$ cat src/hdl/mrfe_pkg.sv
`default_nettype none
package mrfe_pkg;

   localparam int REQUEST_LEN_DEF  = 64;
   localparam int RESPONSE_LEN_DEF = 256;

   localparam int CMD_W      = 3;
   localparam int BYTE_W     = 8;
   localparam int STATUS_W   = 3;
   localparam int RETRY_W    = 6;
   localparam int ID_W       = 24;
   localparam int CRC_W      = 16;
   localparam int HDR_LEN    = 4;
   localparam int CSR_IDX_W  = 1;
   localparam int CSR_DATA_W = 24;

   localparam logic [CRC_W-1:0]   CRC_POLY        = 16'hA001;
   localparam logic [ID_W-1:0]    READER_ID_RST   = 24'h123456;
   localparam logic [RETRY_W-1:0] RETRY_LIMIT_RST = 6'd20;
   localparam logic [RETRY_W-1:0] RETRY_MAX       = '1;

   typedef enum logic [CMD_W-1:0] {
      CMD_START   = 3'd0,
      CMD_PAYLOAD = 3'd1,
      CMD_PULL    = 3'd2,
      CMD_RESP    = 3'd3,
      CMD_TIMEOUT = 3'd4
   } cmd_type;

   typedef enum logic [STATUS_W-1:0] {
      ST_ACCEPT  = 3'd0,
      ST_TX      = 3'd1,
      ST_VALID   = 3'd2,
      ST_CRCBAD  = 3'd3,
      ST_TIMEOUT = 3'd4,
      ST_GAVEUP  = 3'd5,
      ST_ERROR   = 3'd6
   } status_type;

   typedef enum logic [CSR_IDX_W-1:0] {
      CSR_READER_ID   = 1'b0,
      CSR_RETRY_LIMIT = 1'b1
   } csr_type;

   // request held in the input register
   typedef struct packed {
      logic              valid;
      logic [CMD_W-1:0]  cmd;
      logic [BYTE_W-1:0] data;
   } req_stage_type;

   // CRC-16/ARC, reflected, one byte
   function automatic logic [CRC_W-1:0] crc_arc_byte(input logic [CRC_W-1:0] crc,
                                                     input logic [BYTE_W-1:0] b);
      logic [CRC_W-1:0] c;
      c = crc ^ {{(CRC_W-BYTE_W){1'b0}}, b};
      for (int k = 0; k < BYTE_W; k++) begin
         c = c[0] ? ((c >> 1) ^ CRC_POLY) : (c >> 1);
      end
      return c;
   endfunction

endpackage
`default_nettype wire

$ cat src/hdl/mrfe_if.sv
`default_nettype none
interface mrfe_req_if;
   logic                       valid;
   logic                       ready;
   logic [mrfe_pkg::CMD_W-1:0]  cmd;
   logic [mrfe_pkg::BYTE_W-1:0] data_byte;

   modport source (output valid, output cmd, output data_byte, input ready);
   modport sink   (input valid, input cmd, input data_byte, output ready);
endinterface

interface mrfe_rsp_if;
   logic                         valid;
   logic                         ready;
   logic [mrfe_pkg::STATUS_W-1:0] status;
   logic [mrfe_pkg::BYTE_W-1:0]   tx_byte;
   logic                         tx_last;
   logic [mrfe_pkg::RETRY_W-1:0]  retry_count;

   modport source (output valid, output status, output tx_byte, output tx_last,
                   output retry_count, input ready);
   modport sink   (input valid, input status, input tx_byte, input tx_last,
                   input retry_count, output ready);
endinterface
`default_nettype wire

$ cat src/hdl/mrfe_payload_ram.sv
`default_nettype none
module mrfe_payload_ram #(
   parameter int DEPTH = mrfe_pkg::REQUEST_LEN_DEF - mrfe_pkg::HDR_LEN,
   parameter int AW    = $clog2(mrfe_pkg::REQUEST_LEN_DEF - mrfe_pkg::HDR_LEN)
) (
   input  wire logic                        clock,
   input  wire logic                        wr_en,
   input  wire logic [AW-1:0]               wr_addr,
   input  wire logic [mrfe_pkg::BYTE_W-1:0] wr_data,
   input  wire logic [AW-1:0]               rd_addr,
   output logic      [mrfe_pkg::BYTE_W-1:0] rd_data
);

   localparam logic [AW:0] DEPTH_W = (AW+1)'(DEPTH);

   logic [mrfe_pkg::BYTE_W-1:0] mem [DEPTH];
   logic [mrfe_pkg::BYTE_W-1:0] rd_data_ff;

   always_ff @(posedge clock) begin
      if (wr_en) begin
         mem[wr_addr] <= wr_data;
      end
      if ({1'b0, rd_addr} < DEPTH_W) begin
         rd_data_ff <= mem[rd_addr];
      end
   end

   assign rd_data = rd_data_ff;

endmodule
`default_nettype wire

$ cat src/hdl/mrfe_req_stage.sv
`default_nettype none
module mrfe_req_stage (
   input  wire logic                   clock,
   input  wire logic                   reset,
   mrfe_req_if.sink                    req,
   input  wire logic                   advance,
   output mrfe_pkg::req_stage_type     stage
);

   logic                        valid_ff, valid_in;
   logic [mrfe_pkg::CMD_W-1:0]  cmd_ff;
   logic [mrfe_pkg::BYTE_W-1:0] data_ff;
   logic                        take;

   // input register frees up in the same cycle its request moves on
   assign req.ready = !valid_ff || advance;
   assign take      = req.valid && req.ready;

   always_comb begin
      if (take) begin
         valid_in = 1'b1;
      end else if (advance) begin
         valid_in = 1'b0;
      end else begin
         valid_in = valid_ff;
      end
   end

   always_ff @(posedge clock) begin
      if (reset) begin
         valid_ff <= 1'b0;
      end else begin
         valid_ff <= valid_in;
      end
      if (take) begin
         cmd_ff  <= req.cmd;
         data_ff <= req.data_byte;
      end
   end

   assign stage.valid = valid_ff;
   assign stage.cmd   = cmd_ff;
   assign stage.data  = data_ff;

endmodule
`default_nettype wire

$ cat src/hdl/mrfe_core.sv
`default_nettype none
module mrfe_core #(
   parameter int REQUEST_LEN  = mrfe_pkg::REQUEST_LEN_DEF,
   parameter int RESPONSE_LEN = mrfe_pkg::RESPONSE_LEN_DEF
) (
   input  wire logic                                      clock,
   input  wire logic                                      reset,
   input  wire logic                                      csr_we,
   input  wire logic [mrfe_pkg::CSR_IDX_W-1:0]            csr_index,
   input  wire logic [mrfe_pkg::CSR_DATA_W-1:0]           csr_wdata,
   input  wire mrfe_pkg::req_stage_type                   stage,
   output logic                                           advance,
   output logic                                           ram_wr_en,
   output logic [$clog2(REQUEST_LEN-mrfe_pkg::HDR_LEN)-1:0] ram_wr_addr,
   output logic [mrfe_pkg::BYTE_W-1:0]                    ram_wr_data,
   output logic [$clog2(REQUEST_LEN-mrfe_pkg::HDR_LEN)-1:0] ram_rd_addr,
   input  wire logic [mrfe_pkg::BYTE_W-1:0]               ram_rd_data,
   mrfe_rsp_if.source                                     rsp
);

   localparam int PAY_DEPTH = REQUEST_LEN - mrfe_pkg::HDR_LEN;
   localparam int PAY_AW    = $clog2(PAY_DEPTH);
   localparam int PCNT_W    = $clog2(PAY_DEPTH + 1);
   localparam int TXP_W     = $clog2(REQUEST_LEN + 3);
   localparam int RXP_W     = $clog2(RESPONSE_LEN + 2);
   localparam int BW        = mrfe_pkg::BYTE_W;
   localparam int CW        = mrfe_pkg::CRC_W;
   localparam int RW        = mrfe_pkg::RETRY_W;

   localparam logic [PCNT_W-1:0] PAY_MAX   = PCNT_W'(PAY_DEPTH);
   localparam logic [TXP_W-1:0]  HDR       = TXP_W'(mrfe_pkg::HDR_LEN);
   localparam logic [TXP_W-1:0]  TX_CRC_LO = TXP_W'(REQUEST_LEN);
   localparam logic [TXP_W-1:0]  TX_END    = TXP_W'(REQUEST_LEN + 2);
   localparam logic [RXP_W-1:0]  RX_CRC_LO = RXP_W'(RESPONSE_LEN);

   // configuration
   logic [mrfe_pkg::ID_W-1:0] reader_id_ff;
   logic [RW-1:0]             retry_limit_ff;

   // exchange state
   logic [BW-1:0]             code_ff, code_in;
   logic [mrfe_pkg::ID_W-1:0] hdr_id_ff, hdr_id_in;
   logic [PCNT_W-1:0]         pcnt_ff, pcnt_in;
   logic [CW-1:0]             tx_crc_ff, tx_crc_in;
   logic [TXP_W-1:0]          tx_pos_ff, tx_pos_in;
   logic [CW-1:0]             rx_crc_ff, rx_crc_in;
   logic [RXP_W-1:0]          rx_pos_ff, rx_pos_in;
   logic [BW-1:0]             rx_low_ff, rx_low_in;
   logic [RW-1:0]             retries_ff, retries_in;
   logic                      done_ff, done_in;

   // result register
   logic                      rsp_valid_ff, rsp_valid_in;
   mrfe_pkg::status_type      status_ff, status_in;
   logic [BW-1:0]             tx_byte_ff, tx_byte_in;
   logic                      tx_last_ff, tx_last_in;
   logic [RW-1:0]             retry_count_ff;

   logic [BW-1:0]             frame_byte;
   logic                      give_up;
   logic                      do_fail;
   mrfe_pkg::status_type      fail_why;

   assign advance = stage.valid && (!rsp_valid_ff || rsp.ready);
   assign give_up = retries_ff >= retry_limit_ff;

   // frame byte at the current transmit position; payload beyond the fill count reads zero
   always_comb begin
      priority if (tx_pos_ff == TXP_W'(0)) begin
         frame_byte = code_ff;
      end else if (tx_pos_ff == TXP_W'(1)) begin
         frame_byte = hdr_id_ff[23:16];
      end else if (tx_pos_ff == TXP_W'(2)) begin
         frame_byte = hdr_id_ff[15:8];
      end else if (tx_pos_ff == TXP_W'(3)) begin
         frame_byte = hdr_id_ff[7:0];
      end else if (tx_pos_ff < (TXP_W'(pcnt_ff) + HDR)) begin
         frame_byte = ram_rd_data;
      end else begin
         frame_byte = '0;
      end
   end

   always_comb begin
      code_in    = code_ff;
      hdr_id_in  = hdr_id_ff;
      pcnt_in    = pcnt_ff;
      tx_crc_in  = tx_crc_ff;
      tx_pos_in  = tx_pos_ff;
      rx_crc_in  = rx_crc_ff;
      rx_pos_in  = rx_pos_ff;
      rx_low_in  = rx_low_ff;
      retries_in = retries_ff;
      done_in    = done_ff;
      status_in  = mrfe_pkg::ST_ERROR;
      tx_byte_in = '0;
      tx_last_in = 1'b0;
      ram_wr_en  = 1'b0;
      do_fail    = 1'b0;
      fail_why   = mrfe_pkg::ST_TIMEOUT;

      if (advance) begin
         unique case (mrfe_pkg::cmd_type'(stage.cmd))
            mrfe_pkg::CMD_START: begin
               code_in    = stage.data;
               hdr_id_in  = reader_id_ff;
               pcnt_in    = '0;
               retries_in = '0;
               done_in    = 1'b0;
               tx_pos_in  = '0;
               tx_crc_in  = '0;
               rx_pos_in  = '0;
               rx_crc_in  = '0;
               rx_low_in  = '0;
               status_in  = mrfe_pkg::ST_ACCEPT;
            end
            mrfe_pkg::CMD_PAYLOAD: begin
               if (!done_ff && tx_pos_ff == '0 && retries_ff == '0 && pcnt_ff < PAY_MAX) begin
                  ram_wr_en = 1'b1;
                  pcnt_in   = pcnt_ff + PCNT_W'(1);
                  status_in = mrfe_pkg::ST_ACCEPT;
               end
            end
            mrfe_pkg::CMD_PULL: begin
               if (!done_ff && tx_pos_ff < TX_END) begin
                  priority if (tx_pos_ff < TX_CRC_LO) begin
                     tx_byte_in = frame_byte;
                     tx_crc_in  = mrfe_pkg::crc_arc_byte(tx_crc_ff, frame_byte);
                  end else if (tx_pos_ff == TX_CRC_LO) begin
                     tx_byte_in = tx_crc_ff[7:0];
                  end else begin
                     tx_byte_in = tx_crc_ff[15:8];
                     tx_last_in = 1'b1;
                  end
                  tx_pos_in = tx_pos_ff + TXP_W'(1);
                  status_in = mrfe_pkg::ST_TX;
               end
            end
            mrfe_pkg::CMD_RESP: begin
               if (!done_ff && tx_pos_ff == TX_END) begin
                  priority if (rx_pos_ff < RX_CRC_LO) begin
                     rx_crc_in = mrfe_pkg::crc_arc_byte(rx_crc_ff, stage.data);
                     rx_pos_in = rx_pos_ff + RXP_W'(1);
                     status_in = mrfe_pkg::ST_ACCEPT;
                  end else if (rx_pos_ff == RX_CRC_LO) begin
                     rx_low_in = stage.data;
                     rx_pos_in = rx_pos_ff + RXP_W'(1);
                     status_in = mrfe_pkg::ST_ACCEPT;
                  end else if ({stage.data, rx_low_ff} == rx_crc_ff && code_ff != '0) begin
                     done_in   = 1'b1;
                     rx_pos_in = '0;
                     status_in = mrfe_pkg::ST_VALID;
                  end else begin
                     do_fail  = 1'b1;
                     fail_why = mrfe_pkg::ST_CRCBAD;
                  end
               end
            end
            mrfe_pkg::CMD_TIMEOUT: begin
               if (!done_ff) begin
                  do_fail  = 1'b1;
                  fail_why = mrfe_pkg::ST_TIMEOUT;
               end
            end
            default: begin
               status_in = mrfe_pkg::ST_ERROR;
            end
         endcase

         // failed attempt: count it, rearm transmit and receive
         if (do_fail) begin
            if (retries_ff != mrfe_pkg::RETRY_MAX) begin
               retries_in = retries_ff + RW'(1);
            end
            tx_pos_in = '0;
            tx_crc_in = '0;
            rx_pos_in = '0;
            rx_crc_in = '0;
            rx_low_in = '0;
            if (give_up) begin
               done_in   = 1'b1;
               status_in = mrfe_pkg::ST_GAVEUP;
            end else begin
               status_in = fail_why;
            end
         end
      end
   end

   always_comb begin
      if (advance) begin
         rsp_valid_in = 1'b1;
      end else if (rsp.ready) begin
         rsp_valid_in = 1'b0;
      end else begin
         rsp_valid_in = rsp_valid_ff;
      end
   end

   // read ahead at the next transmit position, so data is ready when the pull arrives
   assign ram_rd_addr = PAY_AW'(tx_pos_in - HDR);
   assign ram_wr_addr = PAY_AW'(pcnt_ff);
   assign ram_wr_data = stage.data;

   always_ff @(posedge clock) begin
      if (reset) begin
         reader_id_ff   <= mrfe_pkg::READER_ID_RST;
         retry_limit_ff <= mrfe_pkg::RETRY_LIMIT_RST;
         pcnt_ff        <= '0;
         tx_crc_ff      <= '0;
         tx_pos_ff      <= '0;
         rx_crc_ff      <= '0;
         rx_pos_ff      <= '0;
         rx_low_ff      <= '0;
         retries_ff     <= '0;
         done_ff        <= 1'b1;
         rsp_valid_ff   <= 1'b0;
      end else begin
         if (csr_we) begin
            unique case (mrfe_pkg::csr_type'(csr_index))
               mrfe_pkg::CSR_READER_ID: begin
                  reader_id_ff <= csr_wdata[mrfe_pkg::ID_W-1:0];
               end
               mrfe_pkg::CSR_RETRY_LIMIT: begin
                  retry_limit_ff <= csr_wdata[RW-1:0];
               end
            endcase
         end
         pcnt_ff      <= pcnt_in;
         tx_crc_ff    <= tx_crc_in;
         tx_pos_ff    <= tx_pos_in;
         rx_crc_ff    <= rx_crc_in;
         rx_pos_ff    <= rx_pos_in;
         rx_low_ff    <= rx_low_in;
         retries_ff   <= retries_in;
         done_ff      <= done_in;
         rsp_valid_ff <= rsp_valid_in;
      end
      code_ff   <= code_in;
      hdr_id_ff <= hdr_id_in;
      if (advance) begin
         status_ff      <= status_in;
         tx_byte_ff     <= tx_byte_in;
         tx_last_ff     <= tx_last_in;
         retry_count_ff <= retries_in;
      end
   end

   assign rsp.valid       = rsp_valid_ff;
   assign rsp.status      = status_ff;
   assign rsp.tx_byte     = tx_byte_ff;
   assign rsp.tx_last     = tx_last_ff;
   assign rsp.retry_count = retry_count_ff;

endmodule
`default_nettype wire

$ cat src/hdl/meter_reader_frame_engine.sv
`default_nettype none
// channel  | direction | handshake             | payload
// req_ch   | in        | valid/ready           | cmd, data_byte
// rsp_ch   | out       | valid/ready           | status, tx_byte, tx_last, retry_count
// csr_*    | in        | csr_we, no back-press | csr_index, csr_wdata
//
// One request per clock while rsp_ch is not stalled; each result passes through the input
// register, then the result register after the CRC byte update.
// Synchronous reset clears all control state; the payload RAM is not cleared, bytes past
// the payload fill count read as zero, so no clearing pass is needed.
// A stalled result holds the result register; the input register holds at most one more
// request behind it, and req_ch.ready stays low while that register is full.
module meter_reader_frame_engine #(
   parameter int REQUEST_LEN  = mrfe_pkg::REQUEST_LEN_DEF,
   parameter int RESPONSE_LEN = mrfe_pkg::RESPONSE_LEN_DEF
) (
   input  wire logic                            clock,
   input  wire logic                            reset,
   input  wire logic                            csr_we,
   input  wire logic [mrfe_pkg::CSR_IDX_W-1:0]  csr_index,
   input  wire logic [mrfe_pkg::CSR_DATA_W-1:0] csr_wdata,
   mrfe_req_if.sink                             req_ch,
   mrfe_rsp_if.source                           rsp_ch
);

   localparam int PAY_DEPTH = REQUEST_LEN - mrfe_pkg::HDR_LEN;
   localparam int PAY_AW    = $clog2(PAY_DEPTH);

   mrfe_pkg::req_stage_type     stage;
   logic                        advance;
   logic                        ram_wr_en;
   logic [PAY_AW-1:0]           ram_wr_addr;
   logic [mrfe_pkg::BYTE_W-1:0] ram_wr_data;
   logic [PAY_AW-1:0]           ram_rd_addr;
   logic [mrfe_pkg::BYTE_W-1:0] ram_rd_data;

   mrfe_req_stage u_req_stage (
      .clock   (clock),
      .reset   (reset),
      .req     (req_ch),
      .advance (advance),
      .stage   (stage)
   );

   mrfe_payload_ram #(
      .DEPTH (PAY_DEPTH),
      .AW    (PAY_AW)
   ) u_payload_ram (
      .clock   (clock),
      .wr_en   (ram_wr_en),
      .wr_addr (ram_wr_addr),
      .wr_data (ram_wr_data),
      .rd_addr (ram_rd_addr),
      .rd_data (ram_rd_data)
   );

   mrfe_core #(
      .REQUEST_LEN  (REQUEST_LEN),
      .RESPONSE_LEN (RESPONSE_LEN)
   ) u_core (
      .clock       (clock),
      .reset       (reset),
      .csr_we      (csr_we),
      .csr_index   (csr_index),
      .csr_wdata   (csr_wdata),
      .stage       (stage),
      .advance     (advance),
      .ram_wr_en   (ram_wr_en),
      .ram_wr_addr (ram_wr_addr),
      .ram_wr_data (ram_wr_data),
      .ram_rd_addr (ram_rd_addr),
      .ram_rd_data (ram_rd_data),
      .rsp         (rsp_ch)
   );

endmodule
`default_nettype wire

$ cat src/flat_wrapper.sv
// flat-port wrapper written by rule: the top's interface ports become plain ports
module meter_reader_frame_engine_flat 
#(
   parameter int REQUEST_LEN  = mrfe_pkg::REQUEST_LEN_DEF,
   parameter int RESPONSE_LEN = mrfe_pkg::RESPONSE_LEN_DEF
)
  (clock, reset, csr_we, csr_index, csr_wdata, req_ch_valid, req_ch_cmd, req_ch_data_byte, req_ch_ready, rsp_ch_valid, rsp_ch_status, rsp_ch_tx_byte, rsp_ch_tx_last, rsp_ch_retry_count, rsp_ch_ready);
  mrfe_req_if req_ch_i ();
  mrfe_rsp_if rsp_ch_i ();
  input  wire logic clock;
  input  wire logic reset;
  input  wire logic csr_we;
  input  wire logic [mrfe_pkg::CSR_IDX_W-1:0] csr_index;
  input  wire logic [mrfe_pkg::CSR_DATA_W-1:0] csr_wdata;
  input wire logic [$bits(req_ch_i.valid)-1:0] req_ch_valid;
  input wire logic [$bits(req_ch_i.cmd)-1:0] req_ch_cmd;
  input wire logic [$bits(req_ch_i.data_byte)-1:0] req_ch_data_byte;
  output wire logic [$bits(req_ch_i.ready)-1:0] req_ch_ready;
  output wire logic [$bits(rsp_ch_i.valid)-1:0] rsp_ch_valid;
  output wire logic [$bits(rsp_ch_i.status)-1:0] rsp_ch_status;
  output wire logic [$bits(rsp_ch_i.tx_byte)-1:0] rsp_ch_tx_byte;
  output wire logic [$bits(rsp_ch_i.tx_last)-1:0] rsp_ch_tx_last;
  output wire logic [$bits(rsp_ch_i.retry_count)-1:0] rsp_ch_retry_count;
  input wire logic [$bits(rsp_ch_i.ready)-1:0] rsp_ch_ready;
  assign req_ch_i.valid = req_ch_valid;
  assign req_ch_i.cmd = req_ch_cmd;
  assign req_ch_i.data_byte = req_ch_data_byte;
  assign req_ch_ready = req_ch_i.ready;
  assign rsp_ch_valid = rsp_ch_i.valid;
  assign rsp_ch_status = rsp_ch_i.status;
  assign rsp_ch_tx_byte = rsp_ch_i.tx_byte;
  assign rsp_ch_tx_last = rsp_ch_i.tx_last;
  assign rsp_ch_retry_count = rsp_ch_i.retry_count;
  assign rsp_ch_i.ready = rsp_ch_ready;
  meter_reader_frame_engine #(.REQUEST_LEN(REQUEST_LEN), .RESPONSE_LEN(RESPONSE_LEN)) u_core (.clock(clock), .reset(reset), .csr_we(csr_we), .csr_index(csr_index), .csr_wdata(csr_wdata), .req_ch(req_ch_i), .rsp_ch(rsp_ch_i));
endmodule
$ cat config.mk
export PLATFORM = sky130hd
export DESIGN_NAME = meter_reader_frame_engine_flat
export DESIGN_NICKNAME = d
export VERILOG_FILES = /design/src/hdl/mrfe_pkg.sv /design/src/hdl/mrfe_if.sv /design/src/hdl/mrfe_payload_ram.sv /design/src/hdl/mrfe_req_stage.sv /design/src/hdl/mrfe_core.sv /design/src/hdl/meter_reader_frame_engine.sv /design/src/flat_wrapper.sv
export SDC_FILE = /design/constraint.sdc
export NUM_CORES = 1
export LEC_CHECK = 0
export BUFFER_PORTS_ARGS = -buffer_cell sky130_fd_sc_hd__buf_2
export CAP_MARGIN = 5
export CORE_MARGIN = 10
export CORE_UTILIZATION = 40
export CTS_CLUSTER_SIZE = 16
export DETAILED_ROUTE_END_ITERATION = 10
export PLACE_DENSITY = 0.54
export SLEW_MARGIN = 20
export SYNTH_ARGS = -nofsm -noshare
export SYNTH_HDL_FRONTEND = slang
export SYNTH_HIERARCHICAL = 1
export SYNTH_SLANG_ARGS = --single-unit
export TNS_END_PERCENT = 10
$ cat constraint.sdc
create_clock -name clock -period 7 [get_ports clock]
set_input_delay 0.35 -clock clock [delete_from_list [all_inputs] [get_ports clock]]
set_output_delay 0.35 -clock clock [all_outputs]
set_load 0.01 [all_outputs]
# Yosys cells after proc, flatten, opt, wreduce, memory -nomap -nowiden
# Memories as Yosys holds them, arrays and structs flattened. A register that Yosys moved wholly into a read port is not among the register bits.
# Cells that the tools add are included.
[totals]
ff_bits = 162
ramBits = 480
input_bits = 41
output_inout_bits = 20
elab_cells = 197
memories = 1
[mem_list]
columns = ["name", "words", "width", "read_ports", "rd_clocked_by_memory_dff", "write_ports", "line", "source"]
rows = [
  ["u_core.u_payload_ram.mem", 60, 8, 1, 1, 1, "mrfe_payload_ram.sv:16", "logic [mrfe_pkg::BYTE_W-1:0] mem [DEPTH];"],
]
[op_classes]
addsub = 6
n_lt_le_gt_ge = 7
n_eq_ne = 20
n_mux = 90
bitwise = 21
reduce_logical = 32
[op_table]
columns = ["op", "n"]
rows = [
  ["$mux W16", 22],
  ["$mux W8", 11],
  ["$pmux W16 S2", 2],
  ["$not A2 Y3", 16],
  ["$mux W9", 5],
  ["$mux W3", 13],
  ["$xor A16 B8 Y16", 2],
  ["$mux W6", 5],
  ["$mux W1", 22],
  ["$mux W7", 3],
  ["$ne A3 B3 Y1 const B", 6],
  ["$pmux W9 S2", 1],
  ["$eq A16 B16 Y1", 1],
  ["$pmux W8 S2", 1],
  ["$eq A7 B2 Y1 const B", 2],
  ["$eq A7 B7 Y1 const B", 2],
  ["$lt A7 B7 Y1 const B", 2],
  ["$pmux W7 S2", 1],
  ["$add A6 B1 Y6 const B", 2],
  ["$lt A6 B6 Y1 const B", 2],
  ["$pmux W3 S4", 1],
  ["$pmux W6 S2", 1],
  ["$reduce_and A4 Y1", 3],
  ["$add A9 B1 Y9 const B", 1],
  ["29 further kinds", 49],
]

# Depth between registers and ports, before layout
# Gate-level depths: netlist (run 1).
[depth]
ltp_word = 28
depth_mapped = 19
ltp_nobuf = 17

# Hierarchy
# The synthesis (run 1) kept the hierarchy.
[modules_own_cells]
columns = ["mod", "n_inst", "cells_per_inst", "area_per_inst_um2", "seq_area_each_um2"]
rows = [
  ["mrfe_payload_ram", 1, 904, 18994.5, 14654.1],
  ["mrfe_core", 1, 859, 7677.4, 3503.4],
  ["mrfe_req_stage", 1, 17, 392.9, 350.3],
]

# Worst setup path after synthesis (run 1)
# No wires, ideal clock.
[synth_path]
path_type = "register to register"
from = "register u_core.u_core.tx_pos_ff[0]"
to = "register u_core.u_payload_ram.rd_data_ff (netlist bit u_core/u_payload_ram/rd_data[3]), read port of u_core.u_payload_ram.mem (data pin)"
setup_ns = 0.261
arrival_ns = 3.998
required_time_ns = 6.739
setup_slack_ns = 2.741
stages_incl_launch_ff = 17
path_buffers = 2
period_less_slack_ns = 4.259
cell_sequence = "dfxtp_1 inv_1 ha_1 or4b_1 or3b_1 a2111oi_2 nor2_1 nand2_1 o21ai_0 a21oi_1 ha_1 inv_1 clkbuf_1 clkbuf_1 a2bb2oi_1 o31ai_1 o311a_1"
[synth_between]
elab_chain_cells = 9
word_cells_on_any_way = 14
classes_between = "add/sub: 2; order compare: 2; eq/ne: 1; mux: 7; reduce/logical: 2"
[synth_rtl]
columns = ["item", "line", "source"]
rows = [
  ["start: declaration", "mrfe_core.sv:45", "logic [TXP_W-1:0] tx_pos_ff, tx_pos_in;"],
  ["start signal: assignment", "mrfe_core.sv:231", "tx_pos_ff <= tx_pos_in;"],
  ["branches (longest 6 deep; another with $lt A7 B7 Y1)", "-", ""],
  ["$mux W7 *", "mrfe_core.sv:102", "if (advance) begin"],
  ["$sub A6 B3 Y6 *", "mrfe_core.sv:201", "assign ram_rd_addr = PAY_AW'(tx_pos_in - HDR);"],
  ["net u_core.ram_rd_addr[3]", "meter_reader_frame_engine.sv:34", "logic [PAY_AW-1:0] ram_rd_addr;"],
  ["$lt A6 B6 Y1", "mrfe_payload_ram.sv:23", "if ({1'b0, rd_addr} < DEPTH_W) begin"],
  ["end: declaration", "mrfe_payload_ram.sv:17", "logic [mrfe_pkg::BYTE_W-1:0] rd_data_ff;"],
]
# Mark *: on every way through the listed nets, which the timed path passes. The select of a mux whose other input is x is not followed.
# A chain may end at the register's enable or synchronous reset.

# Worst setup path in the final report (run 1)
[layout_path]
from = "register u_core.u_core.tx_pos_ff[0]"
to = "register u_core.u_payload_ram.rd_data_ff (netlist bit u_core/u_payload_ram/rd_data[2]), read port of u_core.u_payload_ram.mem (data pin)"
# The elaborated chain is that of the path after synthesis.

==> results of run 1 <==
==> cells by family after synthesis <==
group / after synthesis / share of synthesized area [%]
AO/OA/AOI/OAI: 266 / 6.51
XOR/XNOR: 66 / 2.27
adder cells (fa/ha/maj): 23 / 1.06
buffers and inverters: 131 / 2.52
flip-flops: 650 / 68.4
multiplexers: 154 / 10.6
AND/OR/NAND/NOR: 490 / 8.68
==> registers in the layout, indices dropped and copies added (netlist names), 7 cells and up <==
signal and flops:
u_core/u_payload_ram/mem 480, u_core/u_core/hdr_id_ff 24, u_core/u_core/reader_id_ff 24, u_core/u_core/rx_crc_ff 16, u_core/u_core/tx_crc_ff 16, u_core/u_core/rx_pos_ff 9, u_core/u_core/code_ff 8, u_core/u_core/rsp.tx_byte 8
u_core/u_core/rx_low_ff 8, u_core/u_payload_ram/rd_data 8, u_core/u_req_stage/data_ff 8, u_core/u_core/tx_pos_ff 7
==> final cells by class <==
| class | instances | area, sq um |
|---|---|---|
| clock buffers | 103 | 2050 |
| clock inverters | 29 | 318 |
| fillers | 5799 | 36200 |
| inverters | 24 | 90.1 |
| multi-input cells | 999 | 7940 |
| flip-flops and latches | 650 | 18500 |
| well taps | 873 | 1090 |
| repair buffers | 125 | 923 |
==> cell usage after synthesis, types with 7 or more instances <==
| cell type | number |
|---|---|
| edfxtp_1 | 549 |
| nand2_1 | 153 |
| nor2_1 | 123 |
| dfxtp_1 | 101 |
| mux4_2 | 100 |
| a21oi_1 | 90 |
| nand3_1 | 66 |
| clkbuf_1 | 55 |
| mux2i_1 | 48 |
| xnor2_1 | 45 |
| o21ai_0 | 35 |
| a22oi_1 | 26 |
| inv_1 | 24 |
| nor2b_1 | 24 |
| nor3_1 | 24 |
| a211oi_1 | 23 |
| ha_1 | 23 |
| nand3b_1 | 21 |
| nand2b_1 | 18 |
| xor2_1 | 18 |
| buf_2 | 17 |
| buf_4 | 16 |
| a211o_1 | 11 |
| buf_6 | 10 |
| a22o_1 | 9 |
| nand4_1 | 9 |
| o211ai_1 | 9 |
| o221ai_1 | 9 |
| o22ai_1 | 9 |
| a21o_1 | 8 |
| and3_1 | 8 |
| and2_1 | 7 |
==> power by group through the flow <==
stage | Combinational, mW | Clock (mW) | Sequential (mW)
6_report | 0.218 | 3.76 | 4.24
3_5_place_dp | 0.207 | 0 | 4.32
4_1_cts | 0.222 | 3.85 | 4.24
5_1_grt | 0.240 | 4.00 | 4.24
3_3_place_gp | 0.202 | 0 | 4.32
2_1_floorplan | 0.121 | 0 | 4.32
==> timing repair <==
action	4_1_cts	5_1_grt
hold buffers	33	0
gates resized for setup	0	0
hold endpoints to repair	33	0
==> placed cells by master (no fill, tap or decap), types with 48 or more instances in the layout <==
master and n:
nand3_1 66, nand2_1 152, clkbuf_16 75, edfxtp_1 549
nor2_1 122, dfxtp_1 101, buf_2 59, mux2i_1 48
mux4_2 100, a21oi_1 87
==> worst reg2reg max path, delay by kind of cell (launching register included) <==
family / cells / cell delay (ps)
AOI/OAI and AO/OA: 7 / 1610
adders and majority gates: 2 / 480
buffers and inverters: 3 / 690
DFF: 1 / 380
and+or+nand+nor: 5 / 2270
==> path summary, 6_finish.rpt <==
path,from,to,slack [ps]
worst min-delay path,csr_wdata[18],u_core/u_core/reader_id_ff[18]$_SDFFE_PP0P_,30
worst max-delay path,u_core/u_core/tx_pos_ff[0]$_SDFF_PP0_,u_core/u_payload_ram/rd_data[2]$_DFFE_PN_,1440
worst min register to register,u_core/u_core/reader_id_ff[9]$_SDFFE_PP0P_,u_core/u_core/hdr_id_ff[9]$_DFFE_PP_,430
worst max register to register,u_core/u_core/tx_pos_ff[0]$_SDFF_PP0_,u_core/u_payload_ram/rd_data[2]$_DFFE_PN_,1440
==> layer usage <==
metal	routed length, um	up-vias	share of wire [%]	track usage (%)
met3	4660	119	6.8	3.74
met1	30100	8152	44	24.1
met4	1760	0	2.5	5.05
li1	-	7053	-	-
met2	32500	499	47	27.7
met5	0	-	0	0
==> per-stage QoR <==
| step | instances | cell area [sq um] |
|---|---|---|
| after global placement | 2638 | 28200 |
| after CTS | 2803 | 30900 |
| final | 2803 | 30900 |
| after floorplan | 1780 | 27100 |
| after detailed placement | 2638 | 28200 |
| after global routing | 2803 | 30900 |
==> impl_metrics.json, run 1 <==
{
  "grt_usage_pct": 17.5,
  "h-tree-depth": 3,
  "cp_data_arrival_time_ps": 6030,
  "io_buffer_count": 60,
  "utilization_pct": 46.0,
  "finalCritPeriodShare_pct": 79.5,
  "start_util_pct": 40.3,
  "core_sq_mm": 0.0672,
  "tns_ps": 0,
  "clock_path_buffers": 3,
  "post_cts_buffers": 0,
  "intPower_mw": 6.59,
  "synth_nets": 1844,
  "crit_slowest_cell": "nor2b_1",
  "grt_overflow": 0,
  "wl_per_cell_um": 24.6,
  "root_buffer": "clkbuf_16",
  "power_mw": 8.22,
  "gp_routability_congestion": 0.880,
  "crit_path_max_incr_delay_ps": 770,
  "drive_gt1_share_pct": 16.5,
  "grt_start_max_net_pins": 64,
  "cp.required_ps": 7470,
  "fmax_ghz": 0.180,
  "num_rows": 95,
  "seq_power_share_pct": 51.6,
  "syn_avg_cell_area_sq_um": 15.2,
  "synth_ff_type": "edfxtp_1",
  "cts_buffers": 72,
  "finalSetupViolations": 0,
  "die-area_sq_mm": 0.0785,
  "synth_top_area_cell": "edfxtp_1",
  "die_h_um": 280,
  "worstPathMaxFanout": 20,
  "netlist_area_sq_mm": 0.0271,
  "drt-pass1-iter-count": 5,
  "clk_latency_ps": 610,
  "drt_iter0_markers": 1601,
  "yosys.cell_types.count": 81,
  "ys_ff_latch": 650,
  "hold_class": "input pin to flop",
  "synth_edf_count": 549,
  "hpwlAfterDp_um": 44800,
  "period_minus_slack_ps": 5560,
  "setup_ws_ps": 1440,
  "end_kind": "flop",
  "report.final.slew_viol_count": 0,
  "num_io_pins": 61,
  "cts_tree": "built",
  "syn_inst": 1780,
  "maxCapViolations": 0,
  "syn_to_final_growth_pct": 14.2,
  "worstHoldPathCells": 3,
  "vias_per_cell": 5.65,
  "p_leak_nw": 9.88,
  "combPwrFrac_pct": 2.7,
  "rr_worst_depth": 17,
  "grt_setup_unrepaired": "no",
  "finClkSkew_ps": 31.7,
  "clkTransAtPathRegs_ps": 60,
  "synthTopCellsByArea": "edfxtp_1 (61%), mux4_2 (8.3%), dfxtp_1 (7.5%), nand2_1 (2.1%), mux2i_1 (1.8%)",
  "clockPowerShare_pct": 45.8,
  "synth_top_area_share_pct": 60.9,
  "cp.depth": 17,
  "timing.final.hold_violations": 0,
  "power.density_mw_per_mm2": 266,
  "synth_seq_area_share_pct": 68.4,
  "place_ws_ps": 1540,
  "cp_top_family": "simple AND/OR/NAND/NOR gates",
  "wirelength_um": 69000,
  "worst_pin_slew_ps": 1050,
  "async_reset_ff_share_pct": 0,
  "hold_slack_ps": 32.6,
  "cp-start-kind": "flop",
  "vias": 15823,
  "grt_pass1_vias": 15660,
  "drc": 0,
  "grt_pass1_wl_um": 103000,
  "timing.slew.headroom_pct": 29.7,
  "antenna_left": 0,
  "fin_nets": 1936,
  "yosysWarnings": 6,
  "power_switching_share_pct": 19.8,
  "cts.sinks": 650,
  "irDropWorstVdd_mv": 0.184,
  "status": "finished clean",
  "path_cells": "inv_1 -> ha_1 -> or4b_1 -> or3b_1 -> a2111oi_2 -> nor2_1 -> nand2_1 -> o21ai_0 -> a21oi_1 -> ha_1 -> inv_1 -> buf_4 -> nor2b_1 -> a22o_1 -> a211oi_1 -> a211oi_1 -> a211o_1",
  "antenna_found_initial": 0,
  "critPathKind": "flop to flop",
  "switchingPower_mw": 1.63,
  "fp.dieW_um": 280,
  "diodes": 0,
  "critical_path_buf_inv_count": 3
}
Note: power is estimated with default switching activity, not from simulation.
==> inputs of run 2 (changes only) <==
PLACE_DENSITY = 0.56   (was 0.54)
clock period = 4.5 ns   (was 7 ns; I/O delays follow)
==> run 2 against run 1 <==
Register-to-register slack worse by 1300 ps. Flip-flop and latch count stayed put. Wire length is 1.1% higher. First-iteration DRC count is 5.7% lower. Global-route usage is 0.075 points lower. Critical path depth is 1 higher. Non-clock buffer count is 100 higher. Sequential power is 55% higher. Sequential share of layout area is 1.5 points lower. Largest power group unchanged. Highest routed layer unchanged.
==> impl_metrics.json, run 2 (same netlist as run 1, synthesis figures left out) <==
{
  "place_ws_ps": -38.4,
  "drt-pass1-iter-count": 5,
  "hpwlAfterDp_um": 44800,
  "syn_to_final_growth_pct": 17.2,
  "grt_usage_pct": 17.5,
  "antenna_found_initial": 0,
  "cp-start-kind": "flop",
  "die_h_um": 280,
  "hold_slack_ps": 156,
  "fp.dieW_um": 280,
  "hold_start": "reset",
  "largest-register": "u_core/u_payload_ram/mem",
  "worstHoldPathCells": 2,
  "core_sq_mm": 0.0672,
  "grt_overflow": 0,
  "num_rows": 95,
  "drive_gt1_share_pct": 21.1,
  "start_util_pct": 40.3,
  "grt_pass1_vias": 16206,
  "worst_pin_slew_ps": 1040,
  "min_to": "u_core/u_core/retries_ff[0]$_SDFF_PP0_",
  "cts_buffers": 71,
  "layout_commonest_cell": "edfxtp_1",
  "cts_tree": "built",
  "power.density_mw_per_mm2": 396,
  "layout_common_cells": "edfxtp_1 (549), nand2_1 (151), nor2_1 (121), buf_4 (116), dfxtp_1 (101)",
  "finClkSkew_ps": 42.9,
  "report.final.slew_viol_count": 0,
  "status": "finished clean",
  "finalSetupViolations": 0,
  "wl_per_cell_um": 24.1,
  "worstReg2RegEnd": "u_core/u_payload_ram/rd_data[7]$_DFFE_PN_",
  "diodes": 0,
  "clk_latency_ps": 620,
  "rr_startpoint": "u_core/u_core/tx_pos_ff[0]$_SDFF_PP0_",
  "grt_start_max_net_pins": 65,
  "rrSetupSlack_ps": 170,
  "drt_iter0_markers": 1510,
  "finalCritPeriodShare_pct": 96.1,
  "worstPathMaxFanout": 6,
  "drc": 0,
  "irDropWorstVdd_mv": 0.246,
  "grt_pass1_wl_um": 104000,
  "io_buffer_count": 60,
  "h-tree-depth": 3,
  "vias_per_cell": 5.62,
  "largest_register_ffs": 480,
  "root_buffer": "clkbuf_16",
  "vias": 16291,
  "cp_data_arrival_time_ps": 4680,
  "timing.final.hold_violations": 0,
  "clock_path_buffers": 3,
  "end_kind": "flop",
  "clkTransAtPathRegs_ps": 60,
  "power_mw": 12.6,
  "num_io_pins": 61,
  "rr_worst_depth": 18,
  "p_leak_nw": 10.4,
  "gp_routability_congestion": 0.893,
  "fin_nets": 2037,
  "setup_ws_ps": 175,
  "fmax_ghz": 0.231,
  "cp.required_ps": 4850,
  "period_minus_slack_ps": 4330,
  "grt_setup_unrepaired": "yes",
  "wirelength_um": 69700,
  "tns_ps": 0,
  "critPathKind": "flop to flop",
  "maxCapViolations": 0,
  "cts.sinks": 650,
  "largestRegisters": "u_core/u_payload_ram/mem x480, u_core/u_core/hdr_id_ff x24, u_core/u_core/reader_id_ff x24",
  "die-area_sq_mm": 0.0785,
  "hold_class": "input pin to flop",
  "timing.slew.headroom_pct": 30.8,
  "utilization_pct": 47.2,
  "antenna_left": 0
}
## run 2: cell count changes in the layout (fill, tap and decap cells not counted), sizes merged, moves of 3 or more
cell / change
clkbuf: -8
inv: -3
buf: +93
clkinvlp: +3
dlygate4sd3: +7
bufinv: -3
clkinv: +4
## run 2: critical path: stages (launching register included)
cell,delay [ps]
dfxtp_1,310
inv_1,70
ha_1,160
or4b_1,460
or3b_1,450
a2111oi_2,370
nor2_1,100
nand2_1,160
o21ai_0,130
a21oi_2,280
ha_4,210
clkinvlp_4,170
buf_4,190
nor2b_1,160
buf_4,200
a22o_1,220
a211oi_2,270
a211o_1,140
nand2_1,40
## run 2: where the power goes
group | switching, mW | internal, mW
clock | 2.31 | 3.30
combinational | 0.238 | 0.116
sequential | 0.0215 | 6.57
total | 2.57 | 9.98
## run 2: cell type report
cell class / instances / area, sq um
multi-input cells: 1000 / 8020
inverters: 24 / 93.8
well taps: 873 / 1090
flip-flops and latches: 650 / 18500
fillers: 5720 / 35400
clock buffers: 95 / 1970
clock inverters: 29 / 269
repair buffers: 225 / 1750
repair inverters: 1 / 7.51
## run 2: routing by layer
layer,track usage [%],wire length (um)
met3,3.13,4710
met4,4.63,1590
met5,0,0
met1,24.3,30300
met2,27.9,33100
## run 2: worst max path at each step
| stage | startpoint | cells after the start | endpoint |
|---|---|---|---|
| 3_3_place_gp | u_core/u_core/tx_pos_ff[0]$_SDFF_PP0_ | 16 | u_core/u_payload_ram/rd_data[3]$_DFFE_PN_ |
| 4_1_cts | u_core/u_core/tx_pos_ff[0]$_SDFF_PP0_ | 18 | u_core/u_payload_ram/rd_data[4]$_DFFE_PN_ |
| 3_5_place_dp | u_core/u_core/tx_pos_ff[0]$_SDFF_PP0_ | 17 | u_core/u_payload_ram/rd_data[3]$_DFFE_PN_ |
| 6_report | u_core/u_core/tx_pos_ff[0]$_SDFF_PP0_ | 18 | u_core/u_payload_ram/rd_data[7]$_DFFE_PN_ |
| 5_1_grt | u_core/u_core/tx_pos_ff[0]$_SDFF_PP0_ | 19 | u_core/u_payload_ram/rd_data[0]$_DFFE_PN_ |
| 2_1_floorplan | u_core/u_core/tx_pos_ff[0]$_SDFF_PP0_ | 16 | u_core/u_payload_ram/rd_data[3]$_DFFE_PN_ |
## run 2: through the flow
stage                     cell area [sq um]  cells
after floorplan                       27100   1780
after global placement                28900   2725
after detailed placement              28900   2725
after CTS                             31500   2889
after global routing                  31700   2897
final                                 31700   2897
## run 2: repair_timing
item | 4_1_cts | 5_1_grt
hold endpoints to repair | 43 | 0
pin swaps | 0 | 1
buffers inserted | 0 | 6
hold buffers | 40 | 0
setup endpoints to repair | 2 | 16
gates resized for setup | 1 | 21
gates cloned | 0 | 2
